`src/sv/grmd_pkg.sv`:
```
// grmd_pkg: shared constants, types and the quarter-wave sine table
// for the grid ray march block; no dependencies
package grmd_pkg;

    // map geometry and fixed point formats
    localparam int MAP_COLS   = 64;
    localparam int MAP_ROWS   = 64;
    localparam int COL_W      = 6;
    localparam int ROW_W      = 6;
    localparam int MAP_AW     = COL_W + ROW_W;
    localparam int MAP_DEPTH  = MAP_COLS * MAP_ROWS;
    localparam int FRAC_BITS  = 16;
    localparam int EXT_BITS   = FRAC_BITS + 16;

    // angles in sixteenths of a degree
    localparam int ANG_W      = 13;
    localparam logic [ANG_W-1:0] FULL_TURN    = 13'd5760;
    localparam logic [ANG_W-1:0] QUARTER_TURN = 13'd1440;

    // datapath widths
    localparam int TRIG_W     = 17;
    localparam int POS_W      = 48;
    localparam int DIVD_W     = 33;
    localparam int RATE_W     = 8;
    localparam int REACH_W    = 6;
    localparam int STEP_W     = 14;
    localparam int DIST_W     = 22;
    localparam int PROD_W     = 30 + TRIG_W;
    localparam logic [DIST_W-1:0] DIST_MAX = 22'h3FFFFF;

    // configuration port
    localparam int CFG_IDX_W  = 3;
    localparam int CFG_W      = 22;

    typedef enum logic [CFG_IDX_W-1:0] {
        CFG_PLAYER_X    = 3'd0,
        CFG_PLAYER_Y    = 3'd1,
        CFG_VIEW_ANGLE  = 3'd2,
        CFG_MARCH_RATE  = 3'd3,
        CFG_REACH_LIMIT = 3'd4
    } cfg_index_t;

    // trig unit request and result
    typedef struct packed {
        logic             valid;
        logic [ANG_W-1:0] angle;
        logic             use_cos;
    } trig_req_t;

    typedef struct packed {
        logic              valid;
        logic [TRIG_W-1:0] mag;
        logic              neg;
    } trig_res_t;

    // Q16 sine sampled every 5.625 degrees over one quadrant
    function automatic logic [TRIG_W-1:0] quarter_sine(input logic [4:0] idx);
        logic [TRIG_W-1:0] v;
        case (idx)
            5'd0:    v = 17'd0;
            5'd1:    v = 17'd6424;
            5'd2:    v = 17'd12785;
            5'd3:    v = 17'd19024;
            5'd4:    v = 17'd25080;
            5'd5:    v = 17'd30893;
            5'd6:    v = 17'd36410;
            5'd7:    v = 17'd41576;
            5'd8:    v = 17'd46341;
            5'd9:    v = 17'd50660;
            5'd10:   v = 17'd54491;
            5'd11:   v = 17'd57798;
            5'd12:   v = 17'd60547;
            5'd13:   v = 17'd62714;
            5'd14:   v = 17'd64277;
            5'd15:   v = 17'd65220;
            default: v = 17'd65536;
        endcase
        return v;
    endfunction

endpackage

```
`src/sv/grmd_div.sv`:
```
// grmd_div: restoring divider, one quotient bit per cycle
// depends on grmd_pkg
module grmd_div (
    input  logic                        clk,
    input  logic                        rst_n,
    input  logic                        start,
    input  logic [grmd_pkg::DIVD_W-1:0] dividend,
    input  logic [grmd_pkg::RATE_W-1:0] divisor,
    output logic                        busy,
    output logic                        done,
    output logic [grmd_pkg::DIVD_W-1:0] quotient
);
    import grmd_pkg::*;

    logic              busy_reg;
    logic              done_reg;
    logic [5:0]        cnt_reg;
    logic [DIVD_W-1:0] quo_reg;
    logic [RATE_W-1:0] rem_reg;
    logic [RATE_W-1:0] dvs_reg;
    logic [RATE_W:0]   trial;
    logic              ge;

    // shift in next dividend bit and try a subtract
    always_comb
    begin
        trial = {rem_reg, quo_reg[DIVD_W-1]};
        ge    = (trial >= {1'b0, dvs_reg});
    end

    // control
    always_ff @(posedge clk or negedge rst_n)
    begin
        if (!rst_n)
        begin
            busy_reg <= 1'b0;
            done_reg <= 1'b0;
            cnt_reg  <= '0;
        end
        else
        begin
            done_reg <= 1'b0;
            if (start)
            begin
                busy_reg <= 1'b1;
                cnt_reg  <= '0;
            end
            else if (busy_reg)
            begin
                cnt_reg <= 6'(cnt_reg + 6'd1);
                if (cnt_reg == 6'(DIVD_W - 1))
                begin
                    busy_reg <= 1'b0;
                    done_reg <= 1'b1;
                end
            end
        end
    end

    // datapath
    always_ff @(posedge clk)
    begin
        if (start)
        begin
            quo_reg <= dividend;
            rem_reg <= '0;
            dvs_reg <= divisor;
        end
        else if (busy_reg)
        begin
            rem_reg <= ge ? RATE_W'(trial - {1'b0, dvs_reg}) : trial[RATE_W-1:0];
            quo_reg <= {quo_reg[DIVD_W-2:0], ge};
        end
    end

    assign busy     = busy_reg;
    assign done     = done_reg;
    assign quotient = quo_reg;

endmodule
```
`config.mk`:
```
export PLATFORM = sky130hd
export DESIGN_NAME = grmd_div
export DESIGN_NICKNAME = d
export VERILOG_FILES = /design/src/sv/grmd_pkg.sv /design/src/sv/grmd_div.sv
export SDC_FILE = /design/constraint.sdc
export NUM_CORES = 1
export LEC_CHECK = 0
export ABC_AREA = 1
export BUFFER_PORTS_ARGS = -buffer_cell sky130_fd_sc_hd__buf_2
export CAP_MARGIN = 20
export CORE_MARGIN = 2
export CORE_UTILIZATION = 35
export DETAILED_ROUTE_END_ITERATION = 6
export PLACE_DENSITY = 0.66
export SETUP_SLACK_MARGIN = 0.3
export SYNTH_ARGS = -nofsm -noshare
export SYNTH_HDL_FRONTEND = slang
export SYNTH_SLANG_ARGS = --single-unit
export TNS_END_PERCENT = 1
```
`constraint.sdc`:
```
create_clock -name clk -period 2.21 [get_ports clk]
set_clock_uncertainty 0.2 [all_clocks]
set_input_delay 0 -clock clk [delete_from_list [all_inputs] [get_ports clk]]
set_output_delay 0 -clock clk [all_outputs]
set_load 0.01 [all_outputs]
```
==> results, run 1 <==
- For the worst setup path, the data arrival time is 1.86 ns.
- Static timing analysis puts the maximum clock frequency at 546.6 MHz.
- The count of mapped cells out of synthesis is 333.
- The worst setup path is captured at a flop.
- The signal on the critical path passes through ha_4, fa_2, nor2_4, o21bai_1, nand2_1, nand2_1, nand2_1, nand2_1, nand3_1, nand2_1.
- The leading area contributor after synthesis is edfxtp_1.
- The die is about 95 um wide.
- The master cell of the clock root buffer is clkbuf_8.
- The DRC violation total after the first TritonRoute iteration is 139.
- The number of flip-flops in the largest register is 33.
- Summed over all nets, the half-perimeter wirelength after detailed placement is 4.853 mm.
- The number of antenna cells inserted is 0.
- The initial standard-cell utilization of the core is a little over a third.
- IR analysis of the VDD net gives a maximum drop of 368.2 uV.
- For flop-to-flop paths, the worst setup slack is between 0.3 and 0.4 ns.
- In the post-route analysis, the smallest setup slack over all paths is between 0.3 and 0.4 ns.
- The clock buffer count from CTS is 9.
- The number of endpoints failing setup at the final stage is 0.
- The first-pass GRT wire length is 12.00 mm.
- The total routing usage reported by global routing is 17.62%.
- Setup repair after global routing could not meet its margin everywhere.
- The tool flagged a number of max-cap violations equal to 0.
- The classification of the worst-slack hold path is primary input to flop.
- The slowest cell on the critical path is edfxtp_1.
- The clock slew at the register clock pins of the worst setup and hold paths is 0.06 ns.
- Clock latency on the worst-skew pair, taken at its later pin, is 0.35 ns.
- Ranked by total cell area, the synthesized netlist is headed by edfxtp_1, nand2_1, dfrtp_1.
- The initial antenna violation count is 0.
- By startpoint and endpoint, the worst setup path is classified as flop to flop.
- The worst register-to-register path has a depth of 10.
- The largest single stage delay on the critical path is 0.42 ns.
- Relative to the synthesized area, the layout overhead comes to 44.93%.
- The row count is 33.
- Pin placement for this block handled 79 I/O pins.
- Counting every sink on the clock net gives 57.
- The post-synthesis mux area share is 0%.
- In this run the cell area of the synthesized design comes to 2902 um2.
- The library cell appearing most often on the critical path is nand2_1.
- The via count of the first global-routing pass is 2593.
- The routed via count is 2689.
- The post-synthesis area per instance is 8.713 um2.
- The most frequent standard cell in the layout excluding fill and tap cells is nand2_1.
- The analysis attributes to cell leakage a power of 2.104 nW.
- The fraction of the mapped netlist area in simple logic gates is 31.05%.
- The portion of the clock cycle consumed by the worst path in the final layout is 82.78%.
- The start of the worst register-to-register path is dvs_reg[0]$_DFFE_PP_.
- The max-slew violation count is 0.
- The number of nets in the layout is 522.
- TritonCTS built the clock tree.
- Measured along the y axis, the die boundary spans 95.05 um.
- Using the TritonRoute via totals, the vias-per-cell ratio works out to 4.660.
- Summing the areas of all compound-gate instances in the mapped netlist gives between 2 and 3% of the synthesized area.
- The reg-to-reg critical path endpoint is rem_reg[6]$_SDFFE_PP0P_.
- The routed wirelength normalized by instance count is approximately 13 um.
- During synthesis, Yosys emitted a total of 0 warnings.
- The launching element type of the critical path is a flop.
- The weighted congestion reported at the end of routability-driven placement is 0.8271.
- The end point of the critical path is rem_reg[6]$_SDFFE_PP0P_.
- The setup TNS after final layout is 0 ns.
- The normalized max-slew margin is 70.52%.
- The share of the Yosys chip area taken by registers is 54.85%.
- The run finished with clean final reports.
- After synthesis, the largest family of logic cells by area is simple AND/OR/NAND/NOR gates.
- The synthesized netlist devotes 0.9056% of its cell area to XOR and XNOR gates.
- The minimum setup slack after placement is approximately 0.28 ns.
- In this run the biggest area consumer among cell types represents 42.43% of the synthesized area.
- Dividing total power by cell area gives a power density of 899.6 nW/um2.
- In the layout the commonest cells are nand2_1, buf_2, dlygate4sd3_1.
- The worst path in the final design needs a cycle of about 1.8 ns, including I/O delays and setup.
- The count of state elements after synthesis is between 50 and 60.
- In this run the deepest clock path goes through 2 buffers.
- The net count of the mapped netlist is 388.
- Input and output buffers added on the ports amount to 78.
- The iteration count of the initial detailed-routing pass is 5.
- The remaining design rule violation count is 0.
- For this block, the routed nets add up to 7.711 mm of wire.
- Tracing the worst setup path back leads to its startpoint at dvs_reg[0]$_DFFE_PP_.
- Once detail routing completed, the nets flagged for antenna violations numbered 0.
- The share of final-layout standard cells stronger than drive strength 1 is 28.60%.
- For the pin with the worst max-slew slack, the measured transition is approximately 0.44 ns.
- Of the total synthesized cell area, the portion taken by full adders, half adders and majority gates is 5.002%.
- Data on the critical path is required at its endpoint by roughly 2.2 ns.
- The floorplan core area is about 8000 um2.
- Entering global routing, the biggest net connects 35 pins.
- The full die area is 9035 um2.
- Global routing finished with a remaining overflow of 0.
- The maximum level of the CTS H-tree is 3.
- The hold violation count in the final report came to 0.
- Of all nets on the critical path, the largest fanout is 2.
- The number of distinct library cells after synthesis is 29.
## through the flow
step	utilization (%)	hold slack, ns	cells	power [W]	instance area (um2)
after floorplan	-	-0.4956	333	0.002318	2902
after global placement	41.90	-0.3465	511	0.002568	3408
after detailed placement	41.90	-0.3448	511	0.002596	3408
after CTS	49.52	0.1647	572	0.003510	4028
after global routing	51.70	0.1811	577	0.004037	4205
final	51.70	0.1721	577	0.003783	4205
## critical path: cells and delay by family, from the launching register on
kind | cells | cell delay, ns
fa+ha+maj | 2 | 0.60
flops | 1 | 0.42
simple gates | 7 | 0.41
compound gates | 1 | 0.08
## worst min-delay path by stage
| stage | start | depth (start not counted) | slack [ns] | end |
|---|---|---|---|---|
| 2_1_floorplan | rst_n | 0 | -0.50 | busy$_DFF_PN0_ |
| 3_3_place_gp | rst_n | 1 | -0.35 | busy$_DFF_PN0_ |
| 3_5_place_dp | rst_n | 1 | -0.34 | cnt_reg[4]$_DFFE_PN0P_ |
| 4_1_cts | divisor[5] | 2 | 0.16 | dvs_reg[5]$_DFFE_PP_ |
| 5_1_grt | divisor[7] | 2 | 0.18 | dvs_reg[7]$_DFFE_PP_ |
| 6_report | divisor[5] | 2 | 0.17 | dvs_reg[5]$_DFFE_PP_ |
## power breakdown
group	switching, W	total [W]	internal [W]	leakage (nW)
Sequential	0.000128	0.00144	0.00131	0.611
Combinational	0.000827	0.00150	0.000676	1.41
Clock	0.000414	0.000841	0.000428	0.0876
Total	0.00137	0.00378	0.00241	2.10
## layout make-up
class	instances	area (um2)
Fill cell	726	3929
Sequential cell	57	1592
Multi-Input combinational cell	237	1305
Timing Repair Buffer	130	893.4
Clock buffer	12	145.1
Tap cell	105	131.4
Inverter	32	120.1
Clock inverter	4	18.77
## synth_stat cells
library cell and n:
nand4_2 1, a21oi_1 6, nand2_2 4, xor2_1 3, a31oi_1 1, nor2_1 11, nand3_1 15, nand3b_4 1
o21bai_1 1, nand3_2 3, edfxtp_1 41, or2_1 2, buf_2 3, nand2_1 156, inv_2 1, dfrtp_1 8
inv_1 31, nor2_2 4, clkbuf_1 5, buf_6 1, a21oi_2 1, nor3_1 3, fa_1 1, nand4_1 2
o21ai_0 4, nand3b_1 5, and2_4 1, dfxtp_1 8, ha_1 10
## metal layers
metal | global-route usage [%] | part of all wire, %
met5 | 0 | 0
met3 | 3.636 | 5.8
met4 | 8.937 | 2.1
met1 | 22.43 | 43
met2 | 28.49 | 49
## kinds of logic after synthesis
family                     after synthesis
and+or+nand+nor                        208
DFF                                     57
buffers and inverters                   41
AOI/OAI and AO/OA                       13
adders and majority gates               11
xor gates and xnor gates                 3
## timing repair
action,4_1_cts,5_1_grt
hold buffers,45,0
endpoints found under the setup margin,2,9
gates cloned,0,2
gates resized for setup,2,25
hold endpoints to repair,55,0
pin swaps,0,6
buffers inserted,0,3
Power figures use the tool's default switching activity.
==> run 2, diff against run 1 <==
- clock period: 2.21 -> 1.89 ns (I/O delays scaled with it)
==> results, run 2 (synthesis results as in run 1) <==
- The type of destination of the critical path is a flop (unchanged).
- The number of filler instances in the final layout is 740 (was 726).
- The total global routing overflow is 0 (unchanged).
- Unrepaired setup endpoints after global routing: yes (unchanged).
- The portion of the clock cycle consumed by the worst path in the final layout is 98.00% (was 82.78%).
- The initial antenna violation count is 0 (unchanged).
- The launching element type of the critical path was a flop (unchanged).
- The number of endpoints failing setup at the final stage came to 0 (unchanged).
- The boundary pin count is 79 (unchanged).
- The time the worst path needs with I/O delays and setup came to 1.852 ns (was 1.829 ns).
- The initial standard-cell utilization of the core is 35.67% (unchanged).
- The worst setup slack for register-to-register paths is 0.04 ns (was 0.38 ns).
- The remaining number of nets flagged by the antenna check after routing is 0 (unchanged).
- The later-pin clock latency in the skew report was 0.33 ns (was 0.35 ns).
- The number of placed instances, taps included is 513 (was 511).
- The hold slack is 0.02027 ns (was 0.1721 ns).
- The max-slew violation count is 0 (unchanged).
- The data required time at the worst endpoint is 1.91 ns (was 2.24 ns).
- The share of final-layout standard cells stronger than drive strength 1 is 29.83% (was 28.60%).
- Status: finished, final reports clean (unchanged).
- The sequential standard cell area is 1593 um2 (was 1592 um2).
- The multi-input combinational cell area is 1289 um2 (was 1305 um2).
- The leakage power came to 2.155 nW (was 2.104 nW).
- The routed wirelength normalized by instance count is 13.27 um (was 13.36 um).
- The first-pass GRT wire length was 12.66 mm (was 12.00 mm).
- The post-detailed-routing wire length is 7.709 mm (was 7.711 mm).
- The hold violation count in the final report is 0 (unchanged).
- The kind of critical path is flop to flop (unchanged).
- The number of flip-flops in the largest register came to 33 (unchanged).
- The top fanout value on the critical path came to 2 (unchanged).
- The arrival time of the worst setup path is 1.88 ns (was 1.86 ns).
- The full die area was 9035 um2 (unchanged).
- The most frequent standard cell in the layout excluding fill and tap cells is nand2_1 (unchanged).
- The count of non-filler cells in the finished layout is 581 (was 577).
- The clock buffer count from CTS was 9 (unchanged).
- The master cell of the clock root buffer was clkbuf_8 (unchanged).
- The maximum level of the CTS H-tree was 3 (unchanged).
- The height of the chip is 95.05 um (unchanged).
- The maximum clock frequency was 539.9 MHz (was 546.6 MHz).
- The count of buffers inserted at the top-level ports is 78 (unchanged).
- The maximum buffer depth of the clock tree was 2 (unchanged).
- The area growth from synthesis to layout was 47.74% (was 44.93%).
- The total routing usage reported by global routing was 18.57% (was 17.62%).
- The floorplan core area is 8134 um2 (unchanged).
- The pin slew with the least headroom to its limit is 0.4163 ns (was 0.4417 ns).
- The die outline width is 95.05 um (unchanged).
- The routed via count is 2697 (was 2689).
- The classification of the worst-slack hold path is primary input to flop (unchanged).
- The DRC violation total after the first TritonRoute iteration is 153 (was 139).
- The detailed-placement wirelength estimate was 5.030 mm (was 4.853 mm).
- The vias per cell is 4.642 (was 4.660).
- The weighted congestion reported at the end of routability-driven placement came to 0.8387 (was 0.8271).
- The number of maximum-capacitance violations is 0 (unchanged).
- The normalized max-slew margin is 72.22% (was 70.52%).
- The via count of the first global-routing pass came to 2689 (was 2593).
- The setup TNS after final layout is 0 ns (unchanged).
- The clock slew at the register clock pins of the worst setup and hold paths is 0.06 ns (about the same).
- The worst supply voltage drop on vdd is 542.3 uV (was 368.2 uV).
- The number of antenna cells inserted came to 0 (unchanged).
- The power per standard cell area was 1087 nW/um2 (was 899.6 nW/um2).
- The number of nets in the layout is 526 (was 522).
- The remaining design rule violation count is 0 (unchanged).
- The row count came to 33 (unchanged).
- The count of clock tree sinks is 57 (unchanged).
- The maximum number of pins on one net before global-route repair is 35 (unchanged).
- The TritonCTS clock tree is built (unchanged).
- The iteration count of the initial detailed-routing pass is 4 (was 5).
- Most frequent cells in the layout: nand2_1, buf_2, dlygate4sd3_1 (unchanged).
==> run 2: cell types whose count changed in the layout (fill, tap and decap cells not counted), moves of 2 or more <==
cell / delta
dlygate4sd3_1: +2
clkinv_2: +2
inv_1: -2
clkbuf_1: -2
ha_4: -2
nand3_2: -2
bufinv_16: +2
==> run 2: per-stage QoR <==
| step | setup slack [ns] | total power (W) | instance area, um2 | utilization [%] |
|---|---|---|---|---|
| 2_1_floorplan | 0.1164 | 0.002718 | 2915 | - |
| 3_3_place_gp | 0.06241 | 0.003028 | 3450 | 42.41 |
| 3_5_place_dp | 0.03905 | 0.003046 | 3450 | 42.41 |
| 4_1_cts | 0.07076 | 0.004520 | 4214 | 51.81 |
| 5_1_grt | -0.05447 | 0.004975 | 4287 | 52.70 |
| 6_report | 0.03778 | 0.004661 | 4287 | 52.70 |
==> run 2: cell type report <==
cell class              count  area share (%)
multi-input cells         237           30.06
clock buffers               9           2.890
inverters                  32           2.890
clock inverters             7           1.985
well taps                 105           3.065
flip-flops and latches     57           37.16
repair buffers            134           21.95
==> run 2: metal layers <==
metal | vias up | global-route usage (%) | wire [um]
li1 | 1349 | - | -
met1 | 1236 | 22.73 | 3407
met2 | 95 | 30.14 | 3688
met3 | 17 | 4.822 | 410
met4 | 0 | 9.783 | 202
met5 | - | 0 | 0
==> run 2: final timing paths <==
path | cells past startpoint | end | from
worst max-delay path | 8 | rem_reg[2]$_SDFFE_PP0P_ | quotient[32]$_DFFE_PP_
worst min-delay path | 2 | dvs_reg[4]$_DFFE_PP_ | start
worst max register to register | 8 | rem_reg[2]$_SDFFE_PP0P_ | quotient[32]$_DFFE_PP_
worst min register to register | 2 | rem_reg[7]$_SDFFE_PP0P_ | rem_reg[7]$_SDFFE_PP0P_
max in group asynchronous | 3 | cnt_reg[2]$_DFFE_PN0P_ | rst_n
min in group asynchronous | 3 | cnt_reg[4]$_DFFE_PN0P_ | rst_n
==> run 2: power by group <==
part / leakage (nW) / switching (W) / internal, W / total (W)
Combinational: 1.43 / 0.000983 / 0.000791 / 0.00177
Clock: 0.113 / 0.000483 / 0.000730 / 0.00121
Sequential: 0.612 / 0.000140 / 0.00153 / 0.00167
Total: 2.15 / 0.00161 / 0.00305 / 0.00466
==> run 2: critical path, cell delays in order, from the launching register on <==
cell and delay, ns:
edfxtp_1 0.35, inv_1 0.07, ha_2 0.19, fa_2 0.39, buf_4 0.15, xor2_1 0.17
nand2_1 0.08, nand3_1 0.10, nand2_1 0.05
==> run 2: what timing repair did <==
action,4_1_cts,5_1_grt
buffers inserted,0,3
gates resized for setup,9,17
endpoints found under the setup margin,9,10
pin swaps,3,7
hold endpoints to repair,50,0
hold buffers,47,0
gates cloned,2,0
