<file path="config.mk">
export PLATFORM = sky130hd
export DESIGN_NAME = grmd_trig
export DESIGN_NICKNAME = d
export VERILOG_FILES = /design/src/sv/grmd_pkg.sv /design/src/sv/grmd_trig.sv
export SDC_FILE = /design/constraint.sdc
export NUM_CORES = 1
export LEC_CHECK = 0
export ABC_AREA = 1
export BUFFER_PORTS_ARGS = -buffer_cell sky130_fd_sc_hd__buf_2
export CAP_MARGIN = 20
export CORE_ASPECT_RATIO = 1.1
export CORE_MARGIN = 5
export CORE_UTILIZATION = 67
export CTS_BUF_LIST = sky130_fd_sc_hd__clkbuf_4 sky130_fd_sc_hd__clkbuf_8
export CTS_CLUSTER_SIZE = 16
export DETAILED_ROUTE_END_ITERATION = 8
export GPL_TIMING_DRIVEN = 0
export HOLD_SLACK_MARGIN = 0.03
export PLACE_DENSITY = 0.84
export SKIP_LAST_GASP = 1
export SLEW_MARGIN = 30
export SYNTH_ARGS = -nofsm -noshare
export SYNTH_HDL_FRONTEND = slang
export SYNTH_SLANG_ARGS = --single-unit
</file>
<file path="constraint.sdc">
create_clock -name clk -period 10 [get_ports clk]
set_clock_uncertainty 0.1 [all_clocks]
set_input_delay 2 -clock clk [delete_from_list [all_inputs] [get_ports clk]]
set_output_delay 2 -clock clk [all_outputs]
set_load 0.05 [all_outputs]
</file>
<file path="src/sv/grmd_pkg.sv">
// grmd_pkg: shared constants, types and the quarter-wave sine table
// for the grid ray march block; no dependencies
package grmd_pkg;

    // map geometry and fixed point formats
    localparam int MAP_COLS   = 64;
    localparam int MAP_ROWS   = 64;
    localparam int COL_W      = 6;
    localparam int ROW_W      = 6;
    localparam int MAP_AW     = COL_W + ROW_W;
    localparam int MAP_DEPTH  = MAP_COLS * MAP_ROWS;
    localparam int FRAC_BITS  = 16;
    localparam int EXT_BITS   = FRAC_BITS + 16;

    // angles in sixteenths of a degree
    localparam int ANG_W      = 13;
    localparam logic [ANG_W-1:0] FULL_TURN    = 13'd5760;
    localparam logic [ANG_W-1:0] QUARTER_TURN = 13'd1440;

    // datapath widths
    localparam int TRIG_W     = 17;
    localparam int POS_W      = 48;
    localparam int DIVD_W     = 33;
    localparam int RATE_W     = 8;
    localparam int REACH_W    = 6;
    localparam int STEP_W     = 14;
    localparam int DIST_W     = 22;
    localparam int PROD_W     = 30 + TRIG_W;
    localparam logic [DIST_W-1:0] DIST_MAX = 22'h3FFFFF;

    // configuration port
    localparam int CFG_IDX_W  = 3;
    localparam int CFG_W      = 22;

    typedef enum logic [CFG_IDX_W-1:0] {
        CFG_PLAYER_X    = 3'd0,
        CFG_PLAYER_Y    = 3'd1,
        CFG_VIEW_ANGLE  = 3'd2,
        CFG_MARCH_RATE  = 3'd3,
        CFG_REACH_LIMIT = 3'd4
    } cfg_index_t;

    // trig unit request and result
    typedef struct packed {
        logic             valid;
        logic [ANG_W-1:0] angle;
        logic             use_cos;
    } trig_req_t;

    typedef struct packed {
        logic              valid;
        logic [TRIG_W-1:0] mag;
        logic              neg;
    } trig_res_t;

    // Q16 sine sampled every 5.625 degrees over one quadrant
    function automatic logic [TRIG_W-1:0] quarter_sine(input logic [4:0] idx);
        logic [TRIG_W-1:0] v;
        case (idx)
            5'd0:    v = 17'd0;
            5'd1:    v = 17'd6424;
            5'd2:    v = 17'd12785;
            5'd3:    v = 17'd19024;
            5'd4:    v = 17'd25080;
            5'd5:    v = 17'd30893;
            5'd6:    v = 17'd36410;
            5'd7:    v = 17'd41576;
            5'd8:    v = 17'd46341;
            5'd9:    v = 17'd50660;
            5'd10:   v = 17'd54491;
            5'd11:   v = 17'd57798;
            5'd12:   v = 17'd60547;
            5'd13:   v = 17'd62714;
            5'd14:   v = 17'd64277;
            5'd15:   v = 17'd65220;
            default: v = 17'd65536;
        endcase
        return v;
    endfunction

endpackage

</file>
<file path="src/sv/grmd_trig.sv">
// grmd_trig: five-stage pipelined Q16 sine/cosine with table interpolation
// depends on grmd_pkg
module grmd_trig (
    input  logic                clk,
    input  logic                rst_n,
    input  grmd_pkg::trig_req_t req,
    output grmd_pkg::trig_res_t res
);
    import grmd_pkg::*;

    logic [4:0]  vld_reg;

    // stage 0: fold angle into first quadrant
    logic [ANG_W:0]   a_ext;
    logic [ANG_W-1:0] a_w;
    logic [1:0]       quad;
    logic [ANG_W-1:0] quad_base;
    logic [10:0]      r_in;
    logic [10:0]      r_fold;

    logic [10:0] r1_reg;
    logic        neg1_reg;
    logic [10:0] r2_reg;
    logic [4:0]  idx2_reg;
    logic        neg2_reg;
    logic [19:0] p3_reg;
    logic [TRIG_W-1:0] base3_reg;
    logic        neg3_reg;
    logic [13:0] q4_reg;
    logic [19:0] p4_reg;
    logic [TRIG_W-1:0] base4_reg;
    logic        neg4_reg;
    logic [TRIG_W-1:0] mag5_reg;
    logic        neg5_reg;

    logic [24:0] idx_prod;
    logic [10:0] idx_x90;
    logic [6:0]  frac;
    logic [4:0]  nxt_idx;
    logic [TRIG_W-1:0] tab_lo;
    logic [TRIG_W-1:0] tab_hi;
    logic [12:0] delta;
    logic [34:0] recip_prod;
    logic [20:0] q_x90;
    logic [7:0]  rem;
    logic [13:0] q_fix;

    always_comb
    begin
        a_ext = {1'b0, req.angle} + (req.use_cos ? {1'b0, QUARTER_TURN} : 14'd0);
        a_w   = (a_ext >= {1'b0, FULL_TURN}) ? 13'(a_ext - {1'b0, FULL_TURN})
                                             : a_ext[ANG_W-1:0];
        if (a_w >= 13'd4320)
        begin
            quad = 2'd3;
            quad_base = 13'd4320;
        end
        else if (a_w >= 13'd2880)
        begin
            quad = 2'd2;
            quad_base = 13'd2880;
        end
        else if (a_w >= QUARTER_TURN)
        begin
            quad = 2'd1;
            quad_base = QUARTER_TURN;
        end
        else
        begin
            quad = 2'd0;
            quad_base = 13'd0;
        end
        r_in   = 11'(a_w - quad_base);
        r_fold = quad[0] ? 11'(11'd1440 - r_in) : r_in;
    end

    // stage 1: segment index as r/90 by reciprocal, exact over 0..1440
    assign idx_prod = 25'(r1_reg * 25'd11651);

    // stage 2: segment fraction and interpolation product
    always_comb
    begin
        idx_x90 = 11'(idx2_reg * 11'd90);
        frac    = 7'(r2_reg - idx_x90);
        nxt_idx = (idx2_reg == 5'd16) ? 5'd16 : 5'(idx2_reg + 5'd1);
        tab_lo  = quarter_sine(idx2_reg);
        tab_hi  = quarter_sine(nxt_idx);
        delta   = 13'(tab_hi - tab_lo);
    end

    // stage 3: divide product by 90 through reciprocal, low by at most one
    assign recip_prod = 35'(p3_reg * 35'd23301);

    // stage 4: one correction step
    always_comb
    begin
        q_x90 = 21'(q4_reg * 21'd90);
        rem   = 8'(21'({1'b0, p4_reg}) - q_x90);
        q_fix = (rem >= 8'd90) ? 14'(q4_reg + 14'd1) : q4_reg;
    end

    // valid pipeline
    always_ff @(posedge clk or negedge rst_n)
    begin
        if (!rst_n)
        begin
            vld_reg <= '0;
        end
        else
        begin
            vld_reg <= {vld_reg[3:0], req.valid};
        end
    end

    // payload pipeline
    always_ff @(posedge clk)
    begin
        r1_reg    <= r_fold;
        neg1_reg  <= quad[1];
        r2_reg    <= r1_reg;
        idx2_reg  <= idx_prod[24:20];
        neg2_reg  <= neg1_reg;
        p3_reg    <= 20'(delta * frac);
        base3_reg <= tab_lo;
        neg3_reg  <= neg2_reg;
        q4_reg    <= recip_prod[34:21];
        p4_reg    <= p3_reg;
        base4_reg <= base3_reg;
        neg4_reg  <= neg3_reg;
        mag5_reg  <= 17'(base4_reg + {3'd0, q_fix});
        neg5_reg  <= neg4_reg;
    end

    assign res.valid = vld_reg[4];
    assign res.mag   = mag5_reg;
    assign res.neg   = neg5_reg;

endmodule

</file>
==> results of run 1 <==
per-layer routing:
metal	vias to the layer above	track usage
met5	-	0
met4	0	0.0935
met3	85	0.0358
met2	367	0.480
met1	6030	0.309
li1	6272	-
layout make-up:
| type | count | area (um^2) |
|---|---|---|
| plain buffers | 17 | 90.1 |
| clock buffers | 17 | 234 |
| clock inverters | 15 | 189 |
| fillers | 1880 | 6850 |
| inverters | 418 | 1570 |
| multi-input cells | 1363 | 12000 |
| flip-flops and latches | 141 | 2850 |
| well taps | 310 | 388 |
| repair buffers | 35 | 175 |
stage by stage:
stage / cells / hold WS (ns)
6_report: 2316 / 0.230
3_5_place_dp: 2284 / 0.212
5_1_grt: 2316 / 0.238
3_3_place_gp: 2284 / 0.211
4_1_cts: 2316 / 0.229
2_1_floorplan: 1939 / 0.210
cells by family after synthesis:
group / count (synthesis) / synth area share
adder cells (fa/ha/maj): 494 / 0.452
flip-flops: 141 / 0.173
AND/OR/NAND/NOR: 510 / 0.129
AO/OA/AOI/OAI: 251 / 0.0882
buffers and inverters: 435 / 0.101
XOR/XNOR: 108 / 0.0579
worst register-to-register path, delay by kind of cell, from the launching register on:
family	cells	cell delay, ns
AOI/OAI and AO/OA	7	1.27
xor gates and xnor gates	2	0.72
adders and majority gates	9	3.64
buffers and inverters	6	0.61
DFF	1	0.67
and+or+nand+nor	11	1.15
cells in the mapped netlist, types with 7 or more instances:
cell type / number
nor2_1: 138
fa_1: 168
nand2_1: 259
ha_1: 326
o21ai_0: 66
dfxtp_1: 136
a31oi_1: 10
a21oi_1: 110
nand2_2: 8
a21o_1: 8
inv_1: 413
nand4_1: 13
nand3_1: 64
o21ai_2: 12
xor2_1: 75
xnor2_1: 32
o21bai_1: 7
clkbuf_1: 10
nor3_1: 14
path summary, 6_finish.rpt:
check	startpoint	endpoint	slack, ns	cells past startpoint
worst min register to register	base3_reg[16]	base4_reg[16]	0.23	0
worst max register to register	idx2_reg[0]	p3_reg[19]	1.77	35
min in group asynchronous	rst_n	vld_reg[3]	1.22	1
worst min-delay path	base3_reg[16]	base4_reg[16]	0.23	0
max in group asynchronous	rst_n	vld_reg[2]	8.45	1
worst max-delay path	idx2_reg[0]	p3_reg[19]	1.77	35
==> flow_summary.json, run 1 <==
{
  "cts_resized": 0,
  "postRouteAntennaNets": 0,
  "cp.required_ns": 10.27,
  "drt-pass1-iter-count": 5,
  "cts_tree": "yes",
  "syn-num-nets": 2450,
  "finalSetupViolations": 0,
  "track_usage": 0.261,
  "drv_cap": 0,
  "maxSlewHeadroom": 0.506,
  "route.vias.total": 12754,
  "yosys-top-cells-area": "ha_1 25%, fa_1 20%, dfxtp_1 17%",
  "antenna_found_initial": 0,
  "period_needed_ns": 8.23,
  "placed_cell_area_um2": 17000,
  "layout_commonest_cell": "inv_1",
  "setup_ws_ns": 1.77,
  "post-dp-hpwl_um": 30000,
  "synth.distinct_cells": 48,
  "grt_pass1_vias": 13358,
  "post_cts_buffers": 0,
  "path_class": "register to register",
  "top_layer": "met4",
  "hp-class": "register to register",
  "areaGrowthSynthToFinish_pct": 6.03,
  "slowest_stage": "dfxtp_1",
  "wl_met2_um": 17800,
  "clk_path_buf_depth": 2,
  "ys_seq_area_frac": 0.173,
  "gp_congestion": 0.963,
  "coreArea_um2": 24300,
  "tightest_slew_ns": 0.738,
  "drc": 0,
  "via_per_inst": 5.51,
  "maxSlewViolCount": 0,
  "critical_path_arrival_ns": 8.50,
  "dr_wl_met3_um": 1540,
  "cp_num_buf_inv": 6,
  "drt-initial-drc-count": 670,
  "grt_start_max_net_pins": 19,
  "pin_count": 36,
  "drive_gt1_frac": 0.0543,
  "met1_length_um": 14300,
  "startpoint_type": "register",
  "synthCells": 1939,
  "nNetsFinal": 2504,
  "cts_made_buffers": 17,
  "pre_cts_slack_ns": 1.87,
  "cp_top_family": "adder cells",
  "finalCritPeriodShare": 0.823,
  "portBuffers": 35,
  "die_area_um2": 27800,
  "netlist_area_um2": 16500,
  "die_x_um": 160,
  "die_h_um": 174,
  "wire_per_inst_um": 15.0,
  "post-route-cell-area_um2": 17500,
  "cts_root_buffer": "clkbuf_8",
  "status": "completed",
  "final_cell_mix": "413 x inv_1, 326 x ha_1, 259 x nand2_1",
  "synth-warning-count": 0,
  "synth_edf_count": 0,
  "cpPeakStageDelay_ns": 0.67,
  "insertion_delay_ns": 0.47,
  "tns_ns": 0,
  "rows": 60,
  "drt-total-wl_um": 34800,
  "max_freq_mhz": 121,
  "clk_pin_slew_ns": 0.10,
  "async_reset_ff_frac": 0.0355,
  "crit_top_cell": "inv_1",
  "cts.sinks": 141,
  "yosysTopAreaCell": "ha_1",
  "path_max_fanout": 13,
  "hold_viol_final": 0,
  "finish.utilization": 0.718,
  "synth_seq_cells": 141,
  "critPathCaptureType": "register",
  "rsz0062_at_grt": "no",
  "gr-total-overflow": 0,
  "htree_num_levels": 4,
  "synth_flop_cell": "dfxtp_1",
  "grt_first_pass_wirelength_um": 60600,
  "ctsHoldBuffers": 0,
  "diodes": 0,
  "synth_top_cell_area_share": 0.248,
  "start_util": 0.677,
  "synth.avg_cell_area_um2": 8.50
}
Power of run 1 is left out: the tool's default activity adds up to more than one toggle a clock period on the data nets, which glitch-free logic cannot reach.
==> run 2: changes to the inputs <==
- ABC_AREA: 1 -> 0
- clock period: 10 -> 7.6 ns (I/O delays scaled with it)
==> run 2 against run 1 <==
Against the previous run: the run now ends with setup timing left; synthesized cell count is 12% lower; critical path depth is 3 higher; fmax up 6.6%; largest cell class unchanged; first-iteration DRC count grew 13%; die area is 1.7% lower.
==> flow_summary.json, run 2 <==
{
  "max_freq_mhz": 130,
  "cpPeakStageDelay_ns": 0.55,
  "clk_pin_slew_ns": 0.09,
  "r2r-start": "idx2_reg[0]",
  "reg2reg_to": "p3_reg[19]",
  "synth.distinct_cells": 74,
  "grt_pass1_vias": 12898,
  "grt_first_pass_wirelength_um": 59100,
  "violations": "setup timing",
  "synth.avg_cell_area_um2": 9.47,
  "postRouteAntennaNets": 0,
  "cts.sinks": 141,
  "finalSetupViolations": 2,
  "cp.required_ns": 7.84,
  "insertion_delay_ns": 0.46,
  "portBuffers": 34,
  "finalCritPeriodShare": 1.02,
  "crit_top_cell": "fa_1",
  "cp_top_family": "adder cells",
  "endpoint": "p3_reg[19]",
  "ys_seq_area_frac": 0.176,
  "maxSlewViolCount": 0,
  "drv_cap": 0,
  "post-route-cell-area_um2": 18100,
  "tns_ns": -0.205,
  "setup_ws_ns": -0.122,
  "final_cell_mix": "313 x ha_1, 297 x inv_1, 165 x fa_1",
  "critPathCaptureType": "register",
  "clk_path_buf_depth": 2,
  "track_usage": 0.265,
  "path_max_fanout": 5,
  "synth_edf_count": 0,
  "maxSlewHeadroom": 0.555,
  "tightest_slew_ns": 0.663,
  "via_per_inst": 5.84,
  "startpoint_type": "register",
  "drc": 0,
  "multiInputGateArea_um2": 12600,
  "hold_viol_final": 0,
  "critical_path_arrival_ns": 7.97,
  "drt-pass1-iter-count": 8,
  "route.vias.total": 12405,
  "nNetsFinal": 2316,
  "holdWs_ns": 0.225,
  "die_x_um": 158,
  "die_area_um2": 27300,
  "htree_num_levels": 4,
  "hold_start": "base3_reg[11]",
  "yosysTopAreaCell": "ha_1",
  "synth_flop_cell": "dfxtp_1",
  "wire_per_inst_um": 17.5,
  "r2r_cells": 38,
  "start_util": 0.683,
  "synth.most_common_cell": "ha_1",
  "yosys-top-cells-area": "ha_1 25%, fa_1 21%, dfxtp_1 17%",
  "regToRegSetupSlack_ns": -0.12,
  "diodes": 0,
  "rsz0062_at_grt": "yes",
  "cts_root_buffer": "clkbuf_8",
  "antenna_found_initial": 0,
  "drt-initial-drc-count": 754,
  "rows": 59,
  "hp-class": "register to register",
  "areaGrowthSynthToFinish_pct": 11.8,
  "path_class": "register to register",
  "slowest_stage": "fa_1",
  "synth_seq_cells": 141,
  "synth_top_cell_area_share": 0.252,
  "die_h_um": 173,
  "yosys-top-cells-count": "326 x ha_1, 308 x inv_1, 168 x fa_1, 136 x dfxtp_1, 129 x nor2_1",
  "coreArea_um2": 23700,
  "cts_made_buffers": 17,
  "placed_cell_area_um2": 16800,
  "gp_congestion": 0.947,
  "fillCellCount": 1475,
  "cp_num_buf_inv": 6,
  "syn-num-nets": 2218,
  "startpoint": "idx2_reg[0]",
  "layout_commonest_cell": "ha_1",
  "async_reset_ff_frac": 0.0355,
  "synthCells": 1707,
  "cp.depth": 38,
  "cts_tree": "yes",
  "grt_start_max_net_pins": 18,
  "period_needed_ns": 7.72,
  "drive_gt1_frac": 0.130,
  "post-dp-hpwl_um": 28400,
  "pin_count": 36,
  "synth-warning-count": 0,
  "netlist_area_um2": 16200,
  "status": "finished with violations",
  "seq_area_um2": 2860,
  "drt-total-wl_um": 37100,
  "gr-total-overflow": 0
}
-- run 2: cell types whose count changed in the layout (fill, tap and decap cells not counted), sizes merged, moves of 16 or more --
cell and delta:
nand2b +30, buf +46, nand2 -212, nand3 -35
o21ai -41, a21oi -39, xnor2 +57, a21o +18
xor2 -38, inv -109, and3 +16
-- run 2: layout make-up --
cell class | count | share of cell area
Tap cell | 305 | 0.0211
Inverter | 310 | 0.0650
Multi-Input combinational cell | 1232 | 0.696
Sequential cell | 141 | 0.158
Buffer | 22 | 0.00720
Timing Repair Buffer | 81 | 0.0293
Clock buffer | 17 | 0.0129
Clock inverter | 15 | 0.0104
-- run 2: worst register-to-register path, delay by kind of cell, from the launching register on --
kind / cells / cell delay [ns]
compound gates: 12 / 1.98
xor+xnor: 2 / 0.29
fa+ha+maj: 9 / 3.26
buf+inv: 6 / 0.48
flops: 1 / 0.37
simple gates: 9 / 1.13
-- run 2: through the flow --
step / utilization / cells / worst slack [ns]
final: 0.763 / 2123 / -0.122
after global routing: 0.763 / 2123 / -0.348
after CTS: 0.739 / 2088 / 0.00434
after detailed placement: 0.707 / 2046 / -1.08
after global placement: 0.707 / 2046 / -0.829
after floorplan: - / 1707 / 0.00366
-- run 2: worst min path at each step --
stage / to / cells after the start / slack, ns
finish: base4_reg[11] / 0 / 0.22
global route: base4_reg[7] / 0 / 0.23
CTS: base4_reg[13] / 0 / 0.23
detailed placement: base4_reg[14] / 0 / 0.21
global placement: base4_reg[14] / 0 / 0.21
floorplan: base4_reg[0] / 0 / 0.21
-- run 2: logic make-up after synthesis --
group / count (synthesis) / share of synthesized area
buf+inv: 335 / 0.0794
fa+ha+maj: 494 / 0.460
flops: 141 / 0.176
mux: 6 / 0.00395
xor+xnor: 127 / 0.0697
compound gates: 242 / 0.101
simple gates: 362 / 0.109
-- run 2: timing repair --
item | CTS | global route
hold buffers | 0 | 0
setup buffers | 13 | 34
pin swaps | 14 | 56
resized for setup | 59 | 67
setup endpoints to repair | 9 | 4
cloned | 0 | 1
-- run 2: routing by layer --
layer,share of wire,global-route usage
met1,0.37,0.307
met2,0.52,0.478
met4,0.053,0.117
met5,0,0
met3,0.055,0.0400
Power of run 2 is left out for the same reason.
==> run 3: changes to the inputs <==
- CORE_UTILIZATION: 67 -> 65
- PLACE_DENSITY: 0.84 -> 0.82
==> run 3 against run 2 <==
Against the previous run: sequential share of layout area shrank 0.054 points; critical path type unchanged; worst setup slack improved by 0.042 ns; global-route usage down 1.4 points; final area grew 0.39%; first-iteration DRC count fell by 7.8%; utilization shrank 2.1 points; flip-flop and latch count is the same; highest routed layer unchanged; critical path depth is 4 lower; the run still ends with setup timing left; cell count increased by 0.47%; register-to-register slack better by 0.04 ns; non-clock buffer count grew 6; critical endpoint unchanged; die area increased by 2.9%.
==> flow_summary.json, run 3 (synthesis gave the netlist of run 2 again) <==
{
  "clk_path_buf_depth": 2,
  "drt-initial-drc-count": 695,
  "status": "finished with violations",
  "finish.utilization": 0.742,
  "portBuffers": 34,
  "setup_ws_ns": -0.0797,
  "cpPeakStageDelay_ns": 0.57,
  "drive_gt1_frac": 0.135,
  "holdWs_ns": 0.222,
  "pin_count": 36,
  "finalCritPeriodShare": 1.01,
  "final_cell_mix": "311 x ha_1, 298 x inv_1, 167 x fa_1",
  "violations": "setup timing",
  "track_usage": 0.252,
  "tns_ns": -0.103,
  "slowest_stage": "fa_1",
  "die_h_um": 175,
  "grt_first_pass_wirelength_um": 58300,
  "rsz0062_at_grt": "yes",
  "diodes": 0,
  "period_needed_ns": 7.68,
  "via_per_inst": 5.80,
  "drt-pass1-iter-count": 8,
  "insertion_delay_ns": 0.47,
  "die_x_um": 160,
  "ctsHoldBuffers": 0,
  "cp.required_ns": 7.89,
  "gp_congestion": 0.926,
  "postRouteAntennaNets": 0,
  "post-dp-hpwl_um": 27900,
  "cts_tree": "yes",
  "seq_area_um2": 2860,
  "cts.sinks": 141,
  "layout_commonest_cell": "ha_1",
  "use_met3": 0.0437,
  "grtUsageMet2": 0.460,
  "rows": 60,
  "route.vias.total": 12377,
  "crit_top_cell": "fa_1",
  "holdPathStages": 0,
  "coreArea_um2": 24500,
  "antenna_found_initial": 1,
  "tightest_slew_ns": 0.642,
  "wire_per_inst_um": 17.4,
  "clk_pin_slew_ns": 0.11,
  "drc": 0,
  "gr-total-overflow": 0,
  "max_freq_mhz": 130,
  "cts_root_buffer": "clkbuf_8",
  "r2r_cells": 34,
  "die_area_um2": 28100,
  "hp-class": "register to register",
  "finalSetupViolations": 2,
  "maxSlewViolCount": 0,
  "maxSlewHeadroom": 0.570,
  "globalRouteMet1Util": 0.286,
  "critical_path_arrival_ns": 7.97,
  "critPathCaptureType": "register",
  "drv_cap": 0,
  "startpoint_type": "register",
  "drt-total-wl_um": 37100,
  "cts_made_buffers": 17,
  "multiInputGateArea_um2": 12600,
  "hold_viol_final": 0,
  "htree_num_levels": 4,
  "start_util": 0.661,
  "path_max_fanout": 6,
  "grt_pass1_vias": 12938,
  "nNetsFinal": 2321,
  "fillCellCount": 1568,
  "path_class": "register to register",
  "grt_start_max_net_pins": 19,
  "areaGrowthSynthToFinish_pct": 12.2,
  "busiest_layer": "met2"
}
==> run 3: cell types whose count changed in the layout (fill, tap and decap cells not counted), moves of 3 or more <==
cell / delta
buf_4: +5
inv_8: +3
clkbuf_4: +3
inv_6: -5
xnor2_2: +3
==> run 3: cell type report <==
cell class / count / share of cell area
Buffer: 22 / 0.00744
Clock buffer: 17 / 0.0129
Clock inverter: 15 / 0.0101
Inverter: 310 / 0.0644
Multi-Input combinational cell: 1231 / 0.694
Sequential cell: 141 / 0.158
Tap cell: 310 / 0.0214
Timing Repair Buffer: 87 / 0.0317
==> run 3: stage by stage <==
stage               setup slack (ns)  instance area (um^2)  std cells
finish                       -0.0797                 18200       2133
global route                  -0.278                 18200       2133
CTS                         0.000647                 17600       2097
detailed placement             -1.12                 16800       2051
global placement              -0.925                 16800       2051
floorplan                    0.00366                 16200       1707
==> run 3: what timing repair did <==
action	CTS	global route
setup buffers	17	36
pin swaps	20	62
setup endpoints to repair	10	4
resized for setup	61	69
==> run 3: final timing paths <==
check / start / to / slack, ns
worst max-delay path: idx2_reg[0] / p3_reg[19] / -0.08
worst min-delay path: base3_reg[5] / base4_reg[5] / 0.22
worst max register to register: idx2_reg[0] / p3_reg[19] / -0.08
worst min register to register: base3_reg[5] / base4_reg[5] / 0.22
max in group asynchronous: rst_n / vld_reg[0] / 6.55
min in group asynchronous: rst_n / vld_reg[3] / 0.73
==> run 3: per-layer routing <==
layer | up-vias | routed length (um)
li1 | 5827 | -
met1 | 5908 | 13900
met2 | 462 | 18800
met3 | 180 | 2050
met4 | 0 | 2370
met5 | - | 0
==> run 3: critical path: cells and delay by family, from the launching register on <==
kind / cells / cell delay, ns
AO/OA/AOI/OAI: 14 / 2.37
XOR/XNOR: 2 / 0.48
adder cells (fa/ha/maj): 7 / 2.70
buffers and inverters: 5 / 0.64
flip-flops: 1 / 0.38
AND/OR/NAND/NOR: 6 / 0.94
Power of run 3 is left out for the same reason.
